--- config.mk ---
export PLATFORM = sky130hd
export DESIGN_NAME = calendar_date_counter_unit
export DESIGN_NICKNAME = d
export VERILOG_FILES = /design/src/hdl/cdc_pkg.sv /design/src/hdl/cdc_ctrl.sv /design/src/hdl/cdc_datapath.sv /design/src/hdl/calendar_date_counter_unit.sv
export SDC_FILE = /design/constraint.sdc
export NUM_CORES = 1
export LEC_CHECK = 0
export ABC_AREA = 0
export BUFFER_PORTS_ARGS = -buffer_cell sky130_fd_sc_hd__buf_2
export CORE_ASPECT_RATIO = 0.9
export CORE_MARGIN = 2
export CORE_UTILIZATION = 60
export DETAILED_ROUTE_END_ITERATION = 8
export PLACE_DENSITY_LB_ADDON = 0.15
export SLEW_MARGIN = 20
export SYNTH_ARGS = -nofsm -noshare
export SYNTH_HDL_FRONTEND = slang
export SYNTH_SLANG_ARGS = --single-unit
--- constraint.sdc ---
create_clock -name clk_i -period 10.85 [get_ports clk_i]
set_input_delay 1.6275 -clock clk_i [delete_from_list [all_inputs] [get_ports clk_i]]
set_output_delay 1.6275 -clock clk_i [all_outputs]
set_load 0.05 [all_outputs]
--- src/hdl/cdc_pkg.sv ---
// ----------------------------------------------------------------------------
// cdc_pkg: shared definitions for the calendar date counter
// Field widths, mode and status codes, controller states, command struct
// and month tables.
// ----------------------------------------------------------------------------
`default_nettype none

package cdc_pkg;

  localparam int unsigned DayW   = 5;
  localparam int unsigned MonW   = 4;
  localparam int unsigned YearW  = 14;
  localparam int unsigned DoyW   = 9;
  localparam int unsigned CountW = 22;
  localparam int unsigned ModeW  = 2;
  localparam int unsigned StatW  = 2;
  localparam int unsigned HundW  = 8;

  localparam logic [YearW-1:0] YearBaseReset = YearW'(1900);
  localparam logic [YearW-1:0] MaxYear       = YearW'(9999);
  localparam logic [YearW-1:0] ResetYear     = YearW'(1900);

  // y / 100 as (y * RecipMul) >> RecipShift, exact for 14-bit y
  localparam int unsigned RecipMul   = 5243;
  localparam int unsigned RecipShift = 19;
  localparam int unsigned RecipProdW = 27;

  localparam logic [ModeW-1:0] ModeLoad    = 2'd0;
  localparam logic [ModeW-1:0] ModeNext    = 2'd1;
  localparam logic [ModeW-1:0] ModePrev    = 2'd2;
  localparam logic [ModeW-1:0] ModeCompare = 2'd3;

  localparam logic [StatW-1:0] StatOk        = 2'd0;
  localparam logic [StatW-1:0] StatBadLoad   = 2'd1;
  localparam logic [StatW-1:0] StatBelowBase = 2'd2;
  localparam logic [StatW-1:0] StatPastMax   = 2'd3;

  typedef enum logic [1:0] {
    StIdle,
    StLeap,
    StExec,
    StSum
  } cdc_state_e;

  typedef struct packed {
    logic capture;
    logic leap;
    logic exec;
    logic finish;
  } cdc_cmd_t;

  function automatic logic [DayW-1:0] days_in(input logic [MonW-1:0] m, input logic leap);
    logic [DayW-1:0] len;
    case (m) inside
      4'd1, 4'd3, 4'd5, 4'd7, 4'd8, 4'd10, 4'd12: len = 5'd31;
      4'd4, 4'd6, 4'd9, 4'd11:                     len = 5'd30;
      4'd2:                                        len = leap ? 5'd29 : 5'd28;
      default:                                     len = 5'd0;
    endcase
    return len;
  endfunction

  // days before the first of the month in a common year
  function automatic logic [DoyW-1:0] days_before(input logic [MonW-1:0] m);
    logic [DoyW-1:0] sum;
    case (m)
      4'd1:    sum = 9'd0;
      4'd2:    sum = 9'd31;
      4'd3:    sum = 9'd59;
      4'd4:    sum = 9'd90;
      4'd5:    sum = 9'd120;
      4'd6:    sum = 9'd151;
      4'd7:    sum = 9'd181;
      4'd8:    sum = 9'd212;
      4'd9:    sum = 9'd243;
      4'd10:   sum = 9'd273;
      4'd11:   sum = 9'd304;
      4'd12:   sum = 9'd334;
      default: sum = 9'd0;
    endcase
    return sum;
  endfunction

endpackage

`default_nettype wire

--- src/hdl/cdc_ctrl.sv ---
// ----------------------------------------------------------------------------
// cdc_ctrl: sequencer of the calendar date counter
// Steps each item through capture, leap check, update and sum, and owns
// the output valid flag.
// ----------------------------------------------------------------------------
`default_nettype none

module cdc_ctrl (
  input  wire logic           clk_i,
  input  wire logic           rst_ni,
  input  wire logic           in_valid_i,
  output logic                in_ready_o,
  output logic                out_valid_o,
  input  wire logic           out_ready_i,
  output cdc_pkg::cdc_cmd_t   cmd_o
);
  import cdc_pkg::*;

  cdc_state_e state_q, state_d;
  logic       out_valid_q, out_valid_d;

  always_ff @(posedge clk_i or negedge rst_ni) begin
    if (!rst_ni) begin
      state_q <= StIdle;
    end else begin
      state_q <= state_d;
    end
  end

  always_comb begin
    state_d    = state_q;
    cmd_o      = '0;
    in_ready_o = 1'b0;
    case (state_q)
      StIdle: begin
        in_ready_o = 1'b1;
        if (in_valid_i) begin
          cmd_o.capture = 1'b1;
          state_d       = StLeap;
        end
      end
      StLeap: begin
        cmd_o.leap = 1'b1;
        state_d    = StExec;
      end
      StExec: begin
        cmd_o.exec = 1'b1;
        state_d    = StSum;
      end
      StSum: begin
        if (!out_valid_q || out_ready_i) begin
          cmd_o.finish = 1'b1;
          state_d      = StIdle;
        end
      end
      default: begin
        state_d = StIdle;
      end
    endcase
  end

  always_comb begin
    out_valid_d = out_valid_q;
    if (cmd_o.finish) begin
      out_valid_d = 1'b1;
    end else if (out_ready_i) begin
      out_valid_d = 1'b0;
    end
  end

  always_ff @(posedge clk_i or negedge rst_ni) begin
    if (!rst_ni) begin
      out_valid_q <= 1'b0;
    end else begin
      out_valid_q <= out_valid_d;
    end
  end

  assign out_valid_o = out_valid_q;

endmodule

`default_nettype wire

--- src/hdl/cdc_datapath.sv ---
// ----------------------------------------------------------------------------
// cdc_datapath: date registers and arithmetic of the calendar date counter
// Leap flags by reciprocal division, day step and load checks, ordinal day
// and day count, result registers.
// ----------------------------------------------------------------------------
`default_nettype none

module cdc_datapath (
  input  wire logic                           clk_i,
  input  wire logic                           rst_ni,
  input  wire cdc_pkg::cdc_cmd_t              cmd_i,
  input  wire logic                           cfg_we_i,
  input  wire logic [cdc_pkg::YearW-1:0]      cfg_wdata_i,
  input  wire logic [cdc_pkg::ModeW-1:0]      mode_i,
  input  wire logic [cdc_pkg::DayW-1:0]       in_day_i,
  input  wire logic [cdc_pkg::MonW-1:0]       in_month_i,
  input  wire logic [cdc_pkg::YearW-1:0]      in_year_i,
  output logic      [cdc_pkg::DayW-1:0]       cur_day_o,
  output logic      [cdc_pkg::MonW-1:0]       cur_month_o,
  output logic      [cdc_pkg::YearW-1:0]      cur_year_o,
  output logic      [cdc_pkg::DoyW-1:0]       day_of_year_o,
  output logic      [cdc_pkg::CountW-1:0]     day_count_o,
  output logic                                is_before_o,
  output logic                                is_same_o,
  output logic      [cdc_pkg::StatW-1:0]      status_o
);
  import cdc_pkg::*;

  function automatic logic [HundW-1:0] hundreds(input logic [YearW-1:0] y);
    logic [RecipProdW-1:0] prod;
    prod = RecipProdW'(y) * RecipProdW'(RecipMul);
    return prod[RecipShift +: HundW];
  endfunction

  function automatic logic leap_of(input logic [YearW-1:0] y, input logic [HundW-1:0] h);
    logic [YearW:0] back;
    logic           cent;
    back = (YearW+1)'(h) * (YearW+1)'(100);
    cent = (back == {1'b0, y});
    return (y[1:0] == 2'b00) && (!cent || (h[1:0] == 2'b00));
  endfunction

  logic [YearW-1:0] year_base_q;
  logic [DayW-1:0]  day_q, day_d;
  logic [MonW-1:0]  mon_q, mon_d;
  logic [YearW-1:0] year_q, year_d;

  logic [ModeW-1:0] mode_q;
  logic [DayW-1:0]  in_day_q;
  logic [MonW-1:0]  in_mon_q;
  logic [YearW-1:0] in_year_q;
  logic [YearW-1:0] prev_year_q;
  logic [HundW-1:0] h_in_q, h_cur_q, h_prev_q;
  logic             leap_in_q, leap_cur_q, leap_prev_q;

  logic             leap_new_q, leap_new_d;
  logic [StatW-1:0] stat_q, stat_d;
  logic             before_q, before_d;
  logic             same_q, same_d;

  logic [DayW-1:0]  dim_cur;
  logic [DayW-1:0]  dim_in;
  logic [DayW-1:0]  dim_back;
  logic             load_ok;

  logic [DoyW-1:0]   doy;
  logic [CountW-1:0] span;
  logic [YearW:0]    off;
  logic [YearW:0]    mag;
  logic [YearW-2:0]  quart;
  logic [CountW-1:0] quart_s;
  logic [CountW-1:0] count;

  always_ff @(posedge clk_i or negedge rst_ni) begin
    if (!rst_ni) begin
      year_base_q <= YearBaseReset;
    end else if (cfg_we_i) begin
      year_base_q <= cfg_wdata_i;
    end
  end

  always_ff @(posedge clk_i) begin
    if (cmd_i.capture) begin
      mode_q      <= mode_i;
      in_day_q    <= in_day_i;
      in_mon_q    <= in_month_i;
      in_year_q   <= in_year_i;
      prev_year_q <= year_q - YearW'(1);
      h_in_q      <= hundreds(in_year_i);
      h_cur_q     <= hundreds(year_q);
      h_prev_q    <= hundreds(year_q - YearW'(1));
    end
    if (cmd_i.leap) begin
      leap_in_q   <= leap_of(in_year_q, h_in_q);
      leap_cur_q  <= leap_of(year_q, h_cur_q);
      leap_prev_q <= leap_of(prev_year_q, h_prev_q);
    end
    if (cmd_i.exec) begin
      leap_new_q <= leap_new_d;
      stat_q     <= stat_d;
      before_q   <= before_d;
      same_q     <= same_d;
    end
  end

  assign dim_cur  = days_in(mon_q, leap_cur_q);
  assign dim_in   = days_in(in_mon_q, leap_in_q);
  assign dim_back = days_in(mon_q - MonW'(1), leap_cur_q);
  assign load_ok  = (in_year_q >= year_base_q) && (in_year_q <= MaxYear) &&
                    (in_mon_q >= MonW'(1)) && (in_mon_q <= MonW'(12)) &&
                    (in_day_q != '0) && (in_day_q <= dim_in);

  always_comb begin
    day_d      = day_q;
    mon_d      = mon_q;
    year_d     = year_q;
    leap_new_d = leap_cur_q;
    stat_d     = StatOk;
    before_d   = 1'b0;
    same_d     = 1'b0;
    case (mode_q)
      ModeLoad: begin
        if (load_ok) begin
          day_d      = in_day_q;
          mon_d      = in_mon_q;
          year_d     = in_year_q;
          leap_new_d = leap_in_q;
        end else begin
          stat_d = StatBadLoad;
        end
      end
      ModeNext: begin
        if (day_q < dim_cur) begin
          day_d = day_q + DayW'(1);
        end else if (mon_q < MonW'(12)) begin
          day_d = DayW'(1);
          mon_d = mon_q + MonW'(1);
        end else if (year_q >= MaxYear) begin
          stat_d = StatPastMax;
        end else begin
          day_d      = DayW'(1);
          mon_d      = MonW'(1);
          year_d     = year_q + YearW'(1);
          leap_new_d = 1'b0;
        end
      end
      ModePrev: begin
        if (day_q > DayW'(1)) begin
          day_d = day_q - DayW'(1);
        end else if (mon_q > MonW'(1)) begin
          mon_d = mon_q - MonW'(1);
          day_d = dim_back;
        end else if (year_q <= year_base_q) begin
          stat_d = StatBelowBase;
        end else begin
          year_d     = prev_year_q;
          mon_d      = MonW'(12);
          day_d      = DayW'(31);
          leap_new_d = leap_prev_q;
        end
      end
      ModeCompare: begin
        before_d = {year_q, mon_q, day_q} < {in_year_q, in_mon_q, in_day_q};
        same_d   = {year_q, mon_q, day_q} == {in_year_q, in_mon_q, in_day_q};
      end
      default: begin
        stat_d = StatOk;
      end
    endcase
  end

  always_ff @(posedge clk_i or negedge rst_ni) begin
    if (!rst_ni) begin
      day_q  <= DayW'(1);
      mon_q  <= MonW'(1);
      year_q <= ResetYear;
    end else if (cmd_i.exec) begin
      day_q  <= day_d;
      mon_q  <= mon_d;
      year_q <= year_d;
    end
  end

  // ordinal day and day count, truncating (year - 1901) / 4 toward zero
  assign doy     = days_before(mon_q) + DoyW'(day_q) +
                   DoyW'(leap_new_q && (mon_q > MonW'(2)));
  assign span    = CountW'((CountW'(year_q) - CountW'(1900)) * CountW'(365));
  assign off     = (YearW+1)'(year_q) - (YearW+1)'(1901);
  assign mag     = off[YearW] ? ((YearW+1)'(0) - off) : off;
  assign quart   = mag[YearW:2];
  assign quart_s = off[YearW] ? (CountW'(0) - CountW'(quart)) : CountW'(quart);
  assign count   = span + quart_s + CountW'(doy);

  always_ff @(posedge clk_i) begin
    if (cmd_i.finish) begin
      cur_day_o     <= day_q;
      cur_month_o   <= mon_q;
      cur_year_o    <= year_q;
      day_of_year_o <= doy;
      day_count_o   <= count;
      is_before_o   <= before_q;
      is_same_o     <= same_q;
      status_o      <= stat_q;
    end
  end

endmodule

`default_nettype wire

--- src/hdl/calendar_date_counter_unit.sv ---
// ----------------------------------------------------------------------------
// calendar_date_counter_unit: Gregorian date register with day stepping
// Load, next day, previous day and compare on one stored date; each item
// returns the date, its ordinal day and its day count.
//
//   channel   direction  handshake               payload
//   in        input      in_valid_i / in_ready_o  mode, in_day, in_month, in_year
//   out       output     out_valid_o / out_ready_i cur_*, day_of_year, day_count,
//                                                  is_before, is_same, status
//   cfg       input      cfg_we_i                 cfg_wdata_i (year_base)
//
// an item steps through capture with the divide-by-100 products, leap
// flags, date update, ordinal day and day count into the output register
// in_ready_o is high only while the sequencer is idle
// the next item is taken while a result waits; it stalls in its last step
// until the output register is free
// reset sets the date to 1 january 1900 and year_base to 1900
// ----------------------------------------------------------------------------
`default_nettype none

module calendar_date_counter_unit (
  input  wire logic                           clk_i,
  input  wire logic                           rst_ni,
  input  wire logic                           cfg_we_i,
  input  wire logic [cdc_pkg::YearW-1:0]      cfg_wdata_i,
  input  wire logic                           in_valid_i,
  output logic                                in_ready_o,
  input  wire logic [cdc_pkg::ModeW-1:0]      mode_i,
  input  wire logic [cdc_pkg::DayW-1:0]       in_day_i,
  input  wire logic [cdc_pkg::MonW-1:0]       in_month_i,
  input  wire logic [cdc_pkg::YearW-1:0]      in_year_i,
  output logic                                out_valid_o,
  input  wire logic                           out_ready_i,
  output logic      [cdc_pkg::DayW-1:0]       cur_day_o,
  output logic      [cdc_pkg::MonW-1:0]       cur_month_o,
  output logic      [cdc_pkg::YearW-1:0]      cur_year_o,
  output logic      [cdc_pkg::DoyW-1:0]       day_of_year_o,
  output logic      [cdc_pkg::CountW-1:0]     day_count_o,
  output logic                                is_before_o,
  output logic                                is_same_o,
  output logic      [cdc_pkg::StatW-1:0]      status_o
);
  import cdc_pkg::*;

  cdc_cmd_t cmd;

  cdc_ctrl u_ctrl (
    .clk_i       (clk_i),
    .rst_ni      (rst_ni),
    .in_valid_i  (in_valid_i),
    .in_ready_o  (in_ready_o),
    .out_valid_o (out_valid_o),
    .out_ready_i (out_ready_i),
    .cmd_o       (cmd)
  );

  cdc_datapath u_dp (
    .clk_i         (clk_i),
    .rst_ni        (rst_ni),
    .cmd_i         (cmd),
    .cfg_we_i      (cfg_we_i),
    .cfg_wdata_i   (cfg_wdata_i),
    .mode_i        (mode_i),
    .in_day_i      (in_day_i),
    .in_month_i    (in_month_i),
    .in_year_i     (in_year_i),
    .cur_day_o     (cur_day_o),
    .cur_month_o   (cur_month_o),
    .cur_year_o    (cur_year_o),
    .day_of_year_o (day_of_year_o),
    .day_count_o   (day_count_o),
    .is_before_o   (is_before_o),
    .is_same_o     (is_same_o),
    .status_o      (status_o)
  );

endmodule

`default_nettype wire

After elaboration in Yosys (flattened, before gate mapping)

Memory sizes are Yosys's and may differ from the RTL's.
Cells that the tools add are included.

Order comparisons: 13
Equality and inequality tests: 59
Reduce and logical (&&, ||, !) cells: 38
Add/subtract/negate cells: 14
$mul: 7
Multiplexer cells: 65

Operators with widths:

| kind                     | count |
|---|---|
| $mux W14                 | 7 |
| $mul A14 B13 Y27 const B | 3 |
| $mux W5                  | 16 |
| $eq A4 B4 Y1 const B     | 15 |
| $eq A4 B3 Y1 const B     | 12 |
| $eq A15 B14 Y1           | 3 |
| $pmux W14 S3             | 1 |
| $mul A8 B5 Y13 const B   | 3 |
| $sub A14 B11 Y15 const B | 2 |
| $mux W4                  | 7 |
| $eq A4 B2 Y1 const B     | 6 |
| $eq A23 B23 Y1           | 1 |
| $lt A23 B23 Y1           | 1 |
| $add A22 B22 Y22         | 1 |
| $add A22 B9 Y22          | 1 |
| $mul A22 B9 Y22 const B  | 1 |
| $mux W22                 | 1 |
| $reduce_or A7 Y1         | 3 |
| $mux W1                  | 19 |
| $logic_not A2 Y1         | 8 |
| $mux W2                  | 8 |
| $mux W15                 | 1 |
| $pmux W5 S3              | 1 |
| $sub A1 B15 Y15 const A  | 1 |
| other kinds (43)         | 74 |

Memories kept: 1
Bits of input ports: 44
Flip-flop bits (word level): 169
ROM bits: 144

Memory list:

| memory           | words | bits a word | read ports | clocked after Yosys merged registers in | wr ports | RTL line      | source |
|---|---|---|---|---|---|---|---|
| (name not given) | 16    | 9           | 1          | 0                                       | 0        | cdc_pkg.sv:66 | `case (m)` |

Logic depth before layout (Yosys ltp)

Gate-level depths: netlist of run 1.

Depth in word-level cells: 8
Depth in mapped cells: 32
Depth with buffers taken out: 30

Modules after synthesis

A second synthesis of run 1 with hierarchy kept.

Cell total of the unflattened synthesis: 2599
Area total of the unflattened synthesis: 26211.4 um2

Modules (own cells, without submodules):

| module       | instances | seq. area each (um2) | cells each | area each (um2) |
|---|---|---|---|---|
| cdc_datapath | 1         | 4819.6               | 2580       | 25998.7 |
| cdc_ctrl     | 1         | 75.1                 | 19         | 212.7 |

Least setup slack after synthesis of run 1

Ideal clock, no wire load.

Kind: reg2reg
Start: register u_dp.year_q[0]
End: register u_dp.day_count_o[21] (netlist bit) (data pin)
Buffers on the path: 1
Data required time: 10588 ps
Path slack: 3315 ps
Stages on the path, launching flop included: 28
Clock period less this slack: 7535 ps
Arrival time: 7273 ps
Setup time: 262 ps
Cell sequence: dfrtp_1 clkbuf_1 inv_1 ha_1 and3b_1 nor2_1 o21ai_2 a31oi_1 xnor2_1 ha_1 inv_1 or4_2 o311a_1 nand4b_1 or4_1 o211a_1 ha_1 inv_1 fa_1 fa_1 inv_1 ha_1 a211o_1 o41ai_1 o21ai_0 o31ai_1 a21oi_1 xor2_1

Longest elaborated chain between the ends: 7
Elaborated cells on any way between the ends: 9
Classes of those cells: add/sub (6); mul (1); mux (2)

Ends and longest elaborated chain:

| item                     | RTL line            | source |
|---|---|---|
| start: declaration       | cdc_datapath.sv:46  | `logic [YearW-1:0] year_q, year_d;` |
| start signal: assignment | cdc_datapath.sv:176 | `year_q <= ResetYear;` |
| start signal: assignment | cdc_datapath.sv:180 | `year_q <= year_d;` |
| $sub A14 B11 Y15 (*)     | cdc_datapath.sv:188 | `assign off = (YearW+1)'(year_q) - (YearW+1)'(1901);` |
| net u_dp.off[0]          | cdc_datapath.sv:68  | `logic [YearW:0] off;` |
| $sub A1 B15 Y15 (*)      | cdc_datapath.sv:189 | `assign mag = off[YearW] ? ((YearW+1)'(0) - off) : off;` |
| $mux W15 (*)             | cdc_datapath.sv:189 |  |
| $sub A1 B13 Y14          | cdc_datapath.sv:191 | `assign quart_s = off[YearW] ? (CountW'(0) - CountW'(quart)) : CountW'(quart);` |
| $mux W22 (*)             | cdc_datapath.sv:191 |  |
| $add A22 B22 Y22 (*)     | cdc_datapath.sv:192 | `assign count = span + quart_s + CountW'(doy);` |
| $add A22 B9 Y22 (*)      | cdc_datapath.sv:192 |  |
| net u_dp.count[21]       | cdc_datapath.sv:72  | `logic [CountW-1:0] count;` |
| end signal: assignment   | cdc_datapath.sv:200 | `day_count_o <= count;` |
| end: declaration         | cdc_datapath.sv:22  | `output logic [cdc_pkg::CountW-1:0] day_count_o,` |

Mark *: on every way through the listed nets, which the timed path passes. The rest lies on a longest branch.
A chain may end at the register's enable or synchronous reset.

Worst setup path after layout of run 1

Ends and elaborated chain as after synthesis.

==> run summary, run 1 <==
CTS root buffer = clkbuf_16
Ys Warns = 0
Critical Path AT = 9.39 ns
Post-route ant nets = 0
Commonest non-fill, non-tap cells in the layout = inv_1 (616), ha_1 (566), fa_1 (275)
GRT Util Overall = 28.2%
Worst Hold Class = flip-flop to flip-flop
Avg Cell Area, Syn = 10.0 sq um
Hold slack = 0.431 ns
Final setup vio count = 0
Drt wl/cell = 18.6 um
Io pins = 104
Hold_buf cts = 0
Hold path endpoint = u_dp.status_o[1]
Worst Skew = 0.0109 ns
Nets = 3599
Post-synth top flop = edfxtp_1
Worst-Skew Late Latency = 0.47 ns
Via Count = 18500
Reg2reg setup slack = 1.68 ns
Hold Crit Depth = 0
Depth of the CTS H-tree = 4
R2R Path Start = u_dp.year_q[0]
Slowest CP cell = dfrtp_1
Area grow syn2layout = 6.60%
RePlAce Congestion = 0.908
Yosys reg bits = 169
Setup Fix Bufs, Post-CTS = 0
Die width = 224 um
Max Slew Vio Count = 0
Fmax = 109 MHz
Top delay family on crit path = compound AO/OA/AOI/OAI gates
Clk sinks = 169
Post-Syn Nets = 3497
RSZ-0062 raised after global routing = false
R2R cell count = 26
Initial Util = 60.9%
Row count = 72
Sequential area share after synthesis = 18.7%
Largest area contributor in the netlist = ha_1
Final HPWL DP = 51000 um
EDFF count, synth = 129
Area share of the largest cell type after synthesis = 27.0%
CP Launch Type = flip-flop
Top cells by area, synth = ha_1 (27%), fa_1 (21%), edfxtp_1 (15%)
Final core occ = 65.0%
Vias in the first global route = 19300
CTS resizes = 0
CTS Buf Count = 17
Setup crit end kind = flip-flop
Clk buf depth = 2
Mapped Area = 26200 sq um
Largest fanout on the critical path = 23
CTS clk-pin slew, worst paths = 0.07 ns
Share of cells above drive strength 1 = 7.22%
TritonCTS clock tree = yes
Slowest Stage Delay on Critical Path = 0.98 ns
Die Ht = 202 um
Cells after synthesis = 2612
Worst-Margin Slew = 1.12 ns
First-pass DRT Iterations = 7
Setup TNS = 0 ns
Hold Startpoint = u_dp.stat_q[1]
Largest net degree at the start of global routing = 64
CP bufs+invs = 4
PortBufs = 103
Routed wire length = 61100 um
DIE AREA = 45400 sq um
Most common cell after layout, fill and taps aside = inv_1
Core area = 43100 sq um
Setup Crit Path Kind = flip-flop to flip-flop
Async S/R FF share, synth = 23.7%
Max_slew headroom = 25.2%
Final min period = 9.17 ns
Residual DRC count = 0
Final hold viol count = 0
Outcome = completed
Final period utilization = 84.5%
Initial antenna violation count = 5
CP required = 11.07 ns
First-pass GRT wire length = 100000 um
Via density = 5.64
DRT iter0 DRCs = 1360
Total gr overflow = 0
Max-cap viol count = 0
Synth unique cells = 89
Reg2Reg Capture Point = u_dp.day_count_o[21]
==> worst max-delay path by stage <==
| stage | from | endpoint | slack, ns | cells past startpoint |
|---|---|---|---|---|
| 6_report | u_dp.year_q[0] | u_dp.day_count_o[21] | 1.68 | 26 |
| 3_5_place_dp | u_dp.year_q[0] | u_dp.day_count_o[21] | 1.68 | 26 |
| 4_1_cts | u_dp.year_q[0] | u_dp.day_count_o[21] | 1.67 | 26 |
| 2_1_floorplan | u_dp.year_q[0] | u_dp.day_count_o[21] | 3.31 | 27 |
| 3_3_place_gp | u_dp.year_q[0] | u_dp.day_count_o[21] | 1.82 | 26 |
| 5_1_grt | u_dp.year_q[0] | u_dp.day_count_o[21] | 0.80 | 26 |
==> cell type report <==
| cell class | count | area, sq um |
|---|---|---|
| Multi-Input combinational cell | 1793 | 18900 |
| Timing Repair Buffer | 116 | 626 |
| Antenna cell | 1 | 2.50 |
| Sequential cell | 169 | 4890 |
| Fill cell | 3473 | 15100 |
| Clock inverter | 15 | 163 |
| Clock buffer | 17 | 425 |
| Tap cell | 555 | 694 |
| Inverter | 617 | 2320 |
==> cells by family after synthesis <==
group                      share of synthesized area [%]
AOI/OAI and AO/OA                                   9.54
xor gates and xnor gates                            5.74
adders and majority gates                           48.0
buffers and inverters                               9.54
DFF                                                 18.7
muxes                                               1.29
and+or+nand+nor                                     7.28
==> sequential cells by signal (all words and copies together), names as in the netlist, 2 cells and up <==
| signal | cells |
|---|---|
| u_dp.mode_q | 2 |
| u_ctrl.state_q | 2 |
| u_dp.mon_q | 4 |
| u_dp.in_mon_q | 4 |
| u_dp.h_in_q | 8 |
| u_dp.day_of_year_o | 9 |
| u_dp.prev_year_q | 14 |
| u_dp.status_o | 2 |
| u_dp.year_base_q | 14 |
| u_dp.cur_year_o | 14 |
| u_dp.h_cur_q | 8 |
| u_dp.in_day_q | 5 |
| u_dp.cur_month_o | 4 |
| u_dp.day_q | 5 |
| u_dp.h_prev_q | 8 |
| u_dp.stat_q | 2 |
| u_dp.in_year_q | 14 |
| u_dp.year_q | 14 |
| u_dp.day_count_o | 22 |
| u_dp.cur_day_o | 5 |
==> synth_stat cells (all sizes together) (13+ instances only) <==
library cell,number
nor3,36
clkbuf,19
o21ai,89
dfrtp,24
a21oi,72
o211ai,26
nor2,81
xnor2,128
nand4,24
and2,13
ha,566
dfstp,16
nand2,89
o21a,25
edfxtp,129
fa,275
nand3,31
a31oi,16
and3,14
xor2,44
mux2i,27
buf,14
nor2b,24
inv,617
a21o,48
==> per-stage QoR <==
step	std cells	worst slack (ns)	area [sq um]
2_1_floorplan	2612	3.31	26200
3_3_place_gp	3249	1.82	27400
3_5_place_dp	3249	1.68	27400
4_1_cts	3281	1.67	27900
5_1_grt	3283	0.795	28000
6_report	3283	1.68	28000
==> layer usage <==
layer	GRT usage (%)	vias to the layer above	share of wire, %	routed length [um]
li1	-	8874	-	-
met3	4.87	94	5.6	3420
met4	6.93	8	2.2	1330
met5	0	-	0.087	53
met2	47.9	479	49	29700
met1	37.6	9058	44	26600
Power of run 1 is left out: the tool's default activity adds up to more than one toggle a clock period on the data nets, which glitch-free logic cannot reach.
==> run 2: changes to the inputs <==
- ABC_AREA: 0 -> 1
- clock period: 10.85 -> 9.5 ns (I/O delays scaled with it)
==> run summary, run 2 <==
Routed wire length = 71100 um (+16%)
CTS resizes = 0 (unchanged)
Final setup vio count = 0 (unchanged)
Io pins = 104 (unchanged)
Diodes inserted = 0 (-1)
Max_slew headroom = 31.9% (+6.7 points)
Post-route ant nets = 0 (unchanged)
Via density = 5.59 (-0.81%)
Clk buf depth = 2 (unchanged)
Max FFs per register = 22 (unchanged)
Hold_buf cts = 0 (unchanged)
Worst Hold Class = flip-flop to flip-flop
Cells after synthesis = 3085 (+18%)
Row count = 74 (+2.8%)
Final HPWL DP = 59900 um (+17%)
R2R Path Start = u_dp.year_q[9]
Area grow syn2layout = 6.65% (about the same)
Hold path endpoint = u_dp.status_o[0]
Die Ht = 206 um (+1.9%)
Setup Crit Path Kind = flip-flop to flip-flop
Largest net degree at the start of global routing = 64 (unchanged)
Slowest Stage Delay on Critical Path = 0.89 ns (-0.09 ns)
Final core occ = 64.4% (-0.55 points)
Most common cell after layout, fill and taps aside = inv_1
PortBufs = 103 (unchanged)
Setup Fix Bufs, Post-CTS = 0 (unchanged)
Synth unique cells = 61 (-31%)
RSZ-0062 raised after global routing = false
Outcome = completed
CP Launch Type = flip-flop
Top cells by area, synth = ha_1 (26%), fa_1 (20%), edfxtp_1 (14%)
Nets = 4072 (+13%)
CTS clk-pin slew, worst paths = 0.07 ns (about the same)
Worst-Skew Late Latency = 0.49 ns (+0.02 ns)
Worst Skew = 0.0124 ns (+0.00144 ns)
Critical path, cell by cell = clkinv_1 -> ha_1 -> nand3_1 -> xor2_1 -> ha_1 -> fa_1 -> inv_1 -> fa_1 -> inv_1 -> fa_1 -> fa_1 -> ha_1 -> nand4_1 -> nor3_1 -> nand2_1 -> o211ai_1 -> a31oi_1 -> xor2_1
Number of fillers in the final layout = 3847 (+11%)
Largest area contributor in the netlist = ha_1
Die width = 229 um (+1.9%)
Slowest CP cell = dfstp_2
Post-synth top flop = edfxtp_1
Async S/R FF share, synth = 23.7% (unchanged)
Avg Cell Area, Syn = 8.84 sq um (-12%)
Commonest non-fill, non-tap cells in the layout = inv_1 (723), ha_1 (566), nand2_1 (414)
Sequential area share after synthesis = 17.9% (-0.72 points)
Ys Warns = 0 (unchanged)
Yosys reg bits = 169 (unchanged)
Largest fanout on the critical path = 16 (-30%)
Commonest cells post-synth = inv_1 (724), ha_1 (566), nand2_1 (414)
Initial Util = 60.4% (-0.55 points)
Critical Path AT = 7.24 ns (-2.15 ns)
CTS Buf Count = 17 (unchanged)
Hold Crit Depth = 0 (unchanged)
Largest reg by FF count = u_dp.day_count_o
Max Slew Vio Count = 0 (unchanged)
Fmax = 143 MHz (+31%)
Clk sinks = 169 (unchanged)
R2R cell count = 18 (-31%)
DIE AREA = 47200 sq um (+3.9%)
Vias in the first global route = 21600 (+12%)
CP required = 9.73 ns (-1.34 ns)
Setup TNS = 0 ns (unchanged)
Worst-Margin Slew = 1.02 ns (-0.107 ns)
EDFF count, synth = 129 (unchanged)
First-pass DRT Iterations = 8 (+1)
RePlAce Congestion = 0.971 (+6.9%)
GRT Util Overall = 31.4% (+3.2 points)
Drt wl/cell = 18.7 um (+0.26%)
First-pass GRT wire length = 115000 um (+15%)
Most common cell in the netlist = inv_1
Core area = 45200 sq um (+4.9%)
Final hold viol count = 0 (unchanged)
Share of cells above drive strength 1 = 6.88% (-0.35 points)
CP startpoint = u_dp.year_q[9]
Hold Startpoint = u_dp.stat_q[0]
Area share of the largest cell type after synthesis = 26.0% (-1.0 points)
Crit-path most repeated cell = fa_1
Total gr overflow = 0 (unchanged)
Initial antenna violation count = 1 (-4)
DRT iter0 DRCs = 1531 (+13%)
Setup crit end kind = flip-flop
Final min period = 7.01 ns (-2.16 ns)
TritonCTS clock tree = yes
Max-cap viol count = 0 (unchanged)
Reg2Reg Capture Point = u_dp.h_prev_q[4]
Depth of the CTS H-tree = 4 (unchanged)
Reg2reg setup slack = 2.49 ns (+0.81 ns)
Via Count = 21300 (+15%)
Mapped Area = 27300 sq um (+4.0%)
Residual DRC count = 0 (unchanged)
Final period utilization = 73.7% (-11 points)
CTS root buffer = clkbuf_16
Post-Syn Nets = 3970 (+14%)
==> run 2: cell count changes in the layout (fill, tap and decap cells not counted), sizes merged, moves of 44 or more <==
cell and delta:
nand3 +104, nor2 +44, nand2 +347, xnor2 -93, xor2 +57, inv +116
a21oi +94
==> run 2: logic make-up (layout without fill, tap and decap cells) <==
kind of cell / after synthesis / in the layout / synth area share, %
AOI/OAI and AO/OA: 384 / 384 / 8.09
muxes: 1 / 1 / 0.0413
buffers and inverters: 767 / 882 / 10.8
xor gates and xnor gates: 136 / 136 / 4.39
DFF: 169 / 169 / 17.9
adders and majority gates: 841 / 841 / 46.1
and+or+nand+nor: 787 / 787 / 12.6
==> run 2: worst max path at each step <==
stage | end | slack [ns]
after floorplan | u_dp.h_prev_q[4] | 3.45
after global placement | u_dp.h_prev_q[4] | 2.68
after detailed placement | u_dp.h_prev_q[4] | 2.56
after CTS | u_dp.h_prev_q[4] | 2.56
after global routing | u_dp.h_prev_q[4] | 2.11
final | u_dp.h_prev_q[4] | 2.49
==> run 2: routing by layer <==
metal	track usage (%)	share of wire, %	vias to the layer above
met5	0	0.018	-
met4	9.97	2.7	2
met3	5.30	7.4	130
met2	49.5	45	715
met1	44.3	45	10300
li1	-	-	10200
==> run 2: area by class of cell <==
type | instances | area, sq um | area share, %
clock buffer | 19 | 433 | 1.49
clock inverter | 13 | 185 | 0.636
inverter | 738 | 2780 | 9.55
multi-input combinational | 2149 | 19500 | 66.9
sequential | 169 | 4890 | 16.8
tap | 608 | 761 | 2.61
timing repair buffer | 112 | 586 | 2.01
==> run 2: critical path: cells and delay by family (launching register included) <==
| kind | cells | cell delay (ns) |
|---|---|---|
| adders and majority gates | 7 | 3.11 |
| and+or+nand+nor | 4 | 0.66 |
| DFF | 1 | 0.89 |
| AOI/OAI and AO/OA | 2 | 0.52 |
| xor gates and xnor gates | 2 | 0.96 |
| buffers and inverters | 3 | 0.60 |
==> run 2: through the flow <==
stage	instance area [sq um]	hold WS [ns]	cells	worst slack, ns
finish	29100	0.423	3808	2.49
global route	29100	0.442	3808	2.11
CTS	29100	0.426	3808	2.56
detailed placement	28500	0.405	3776	2.56
global placement	28500	0.401	3776	2.68
floorplan	27300	0.400	3085	3.45
Power of run 2 is left out for the same reason.
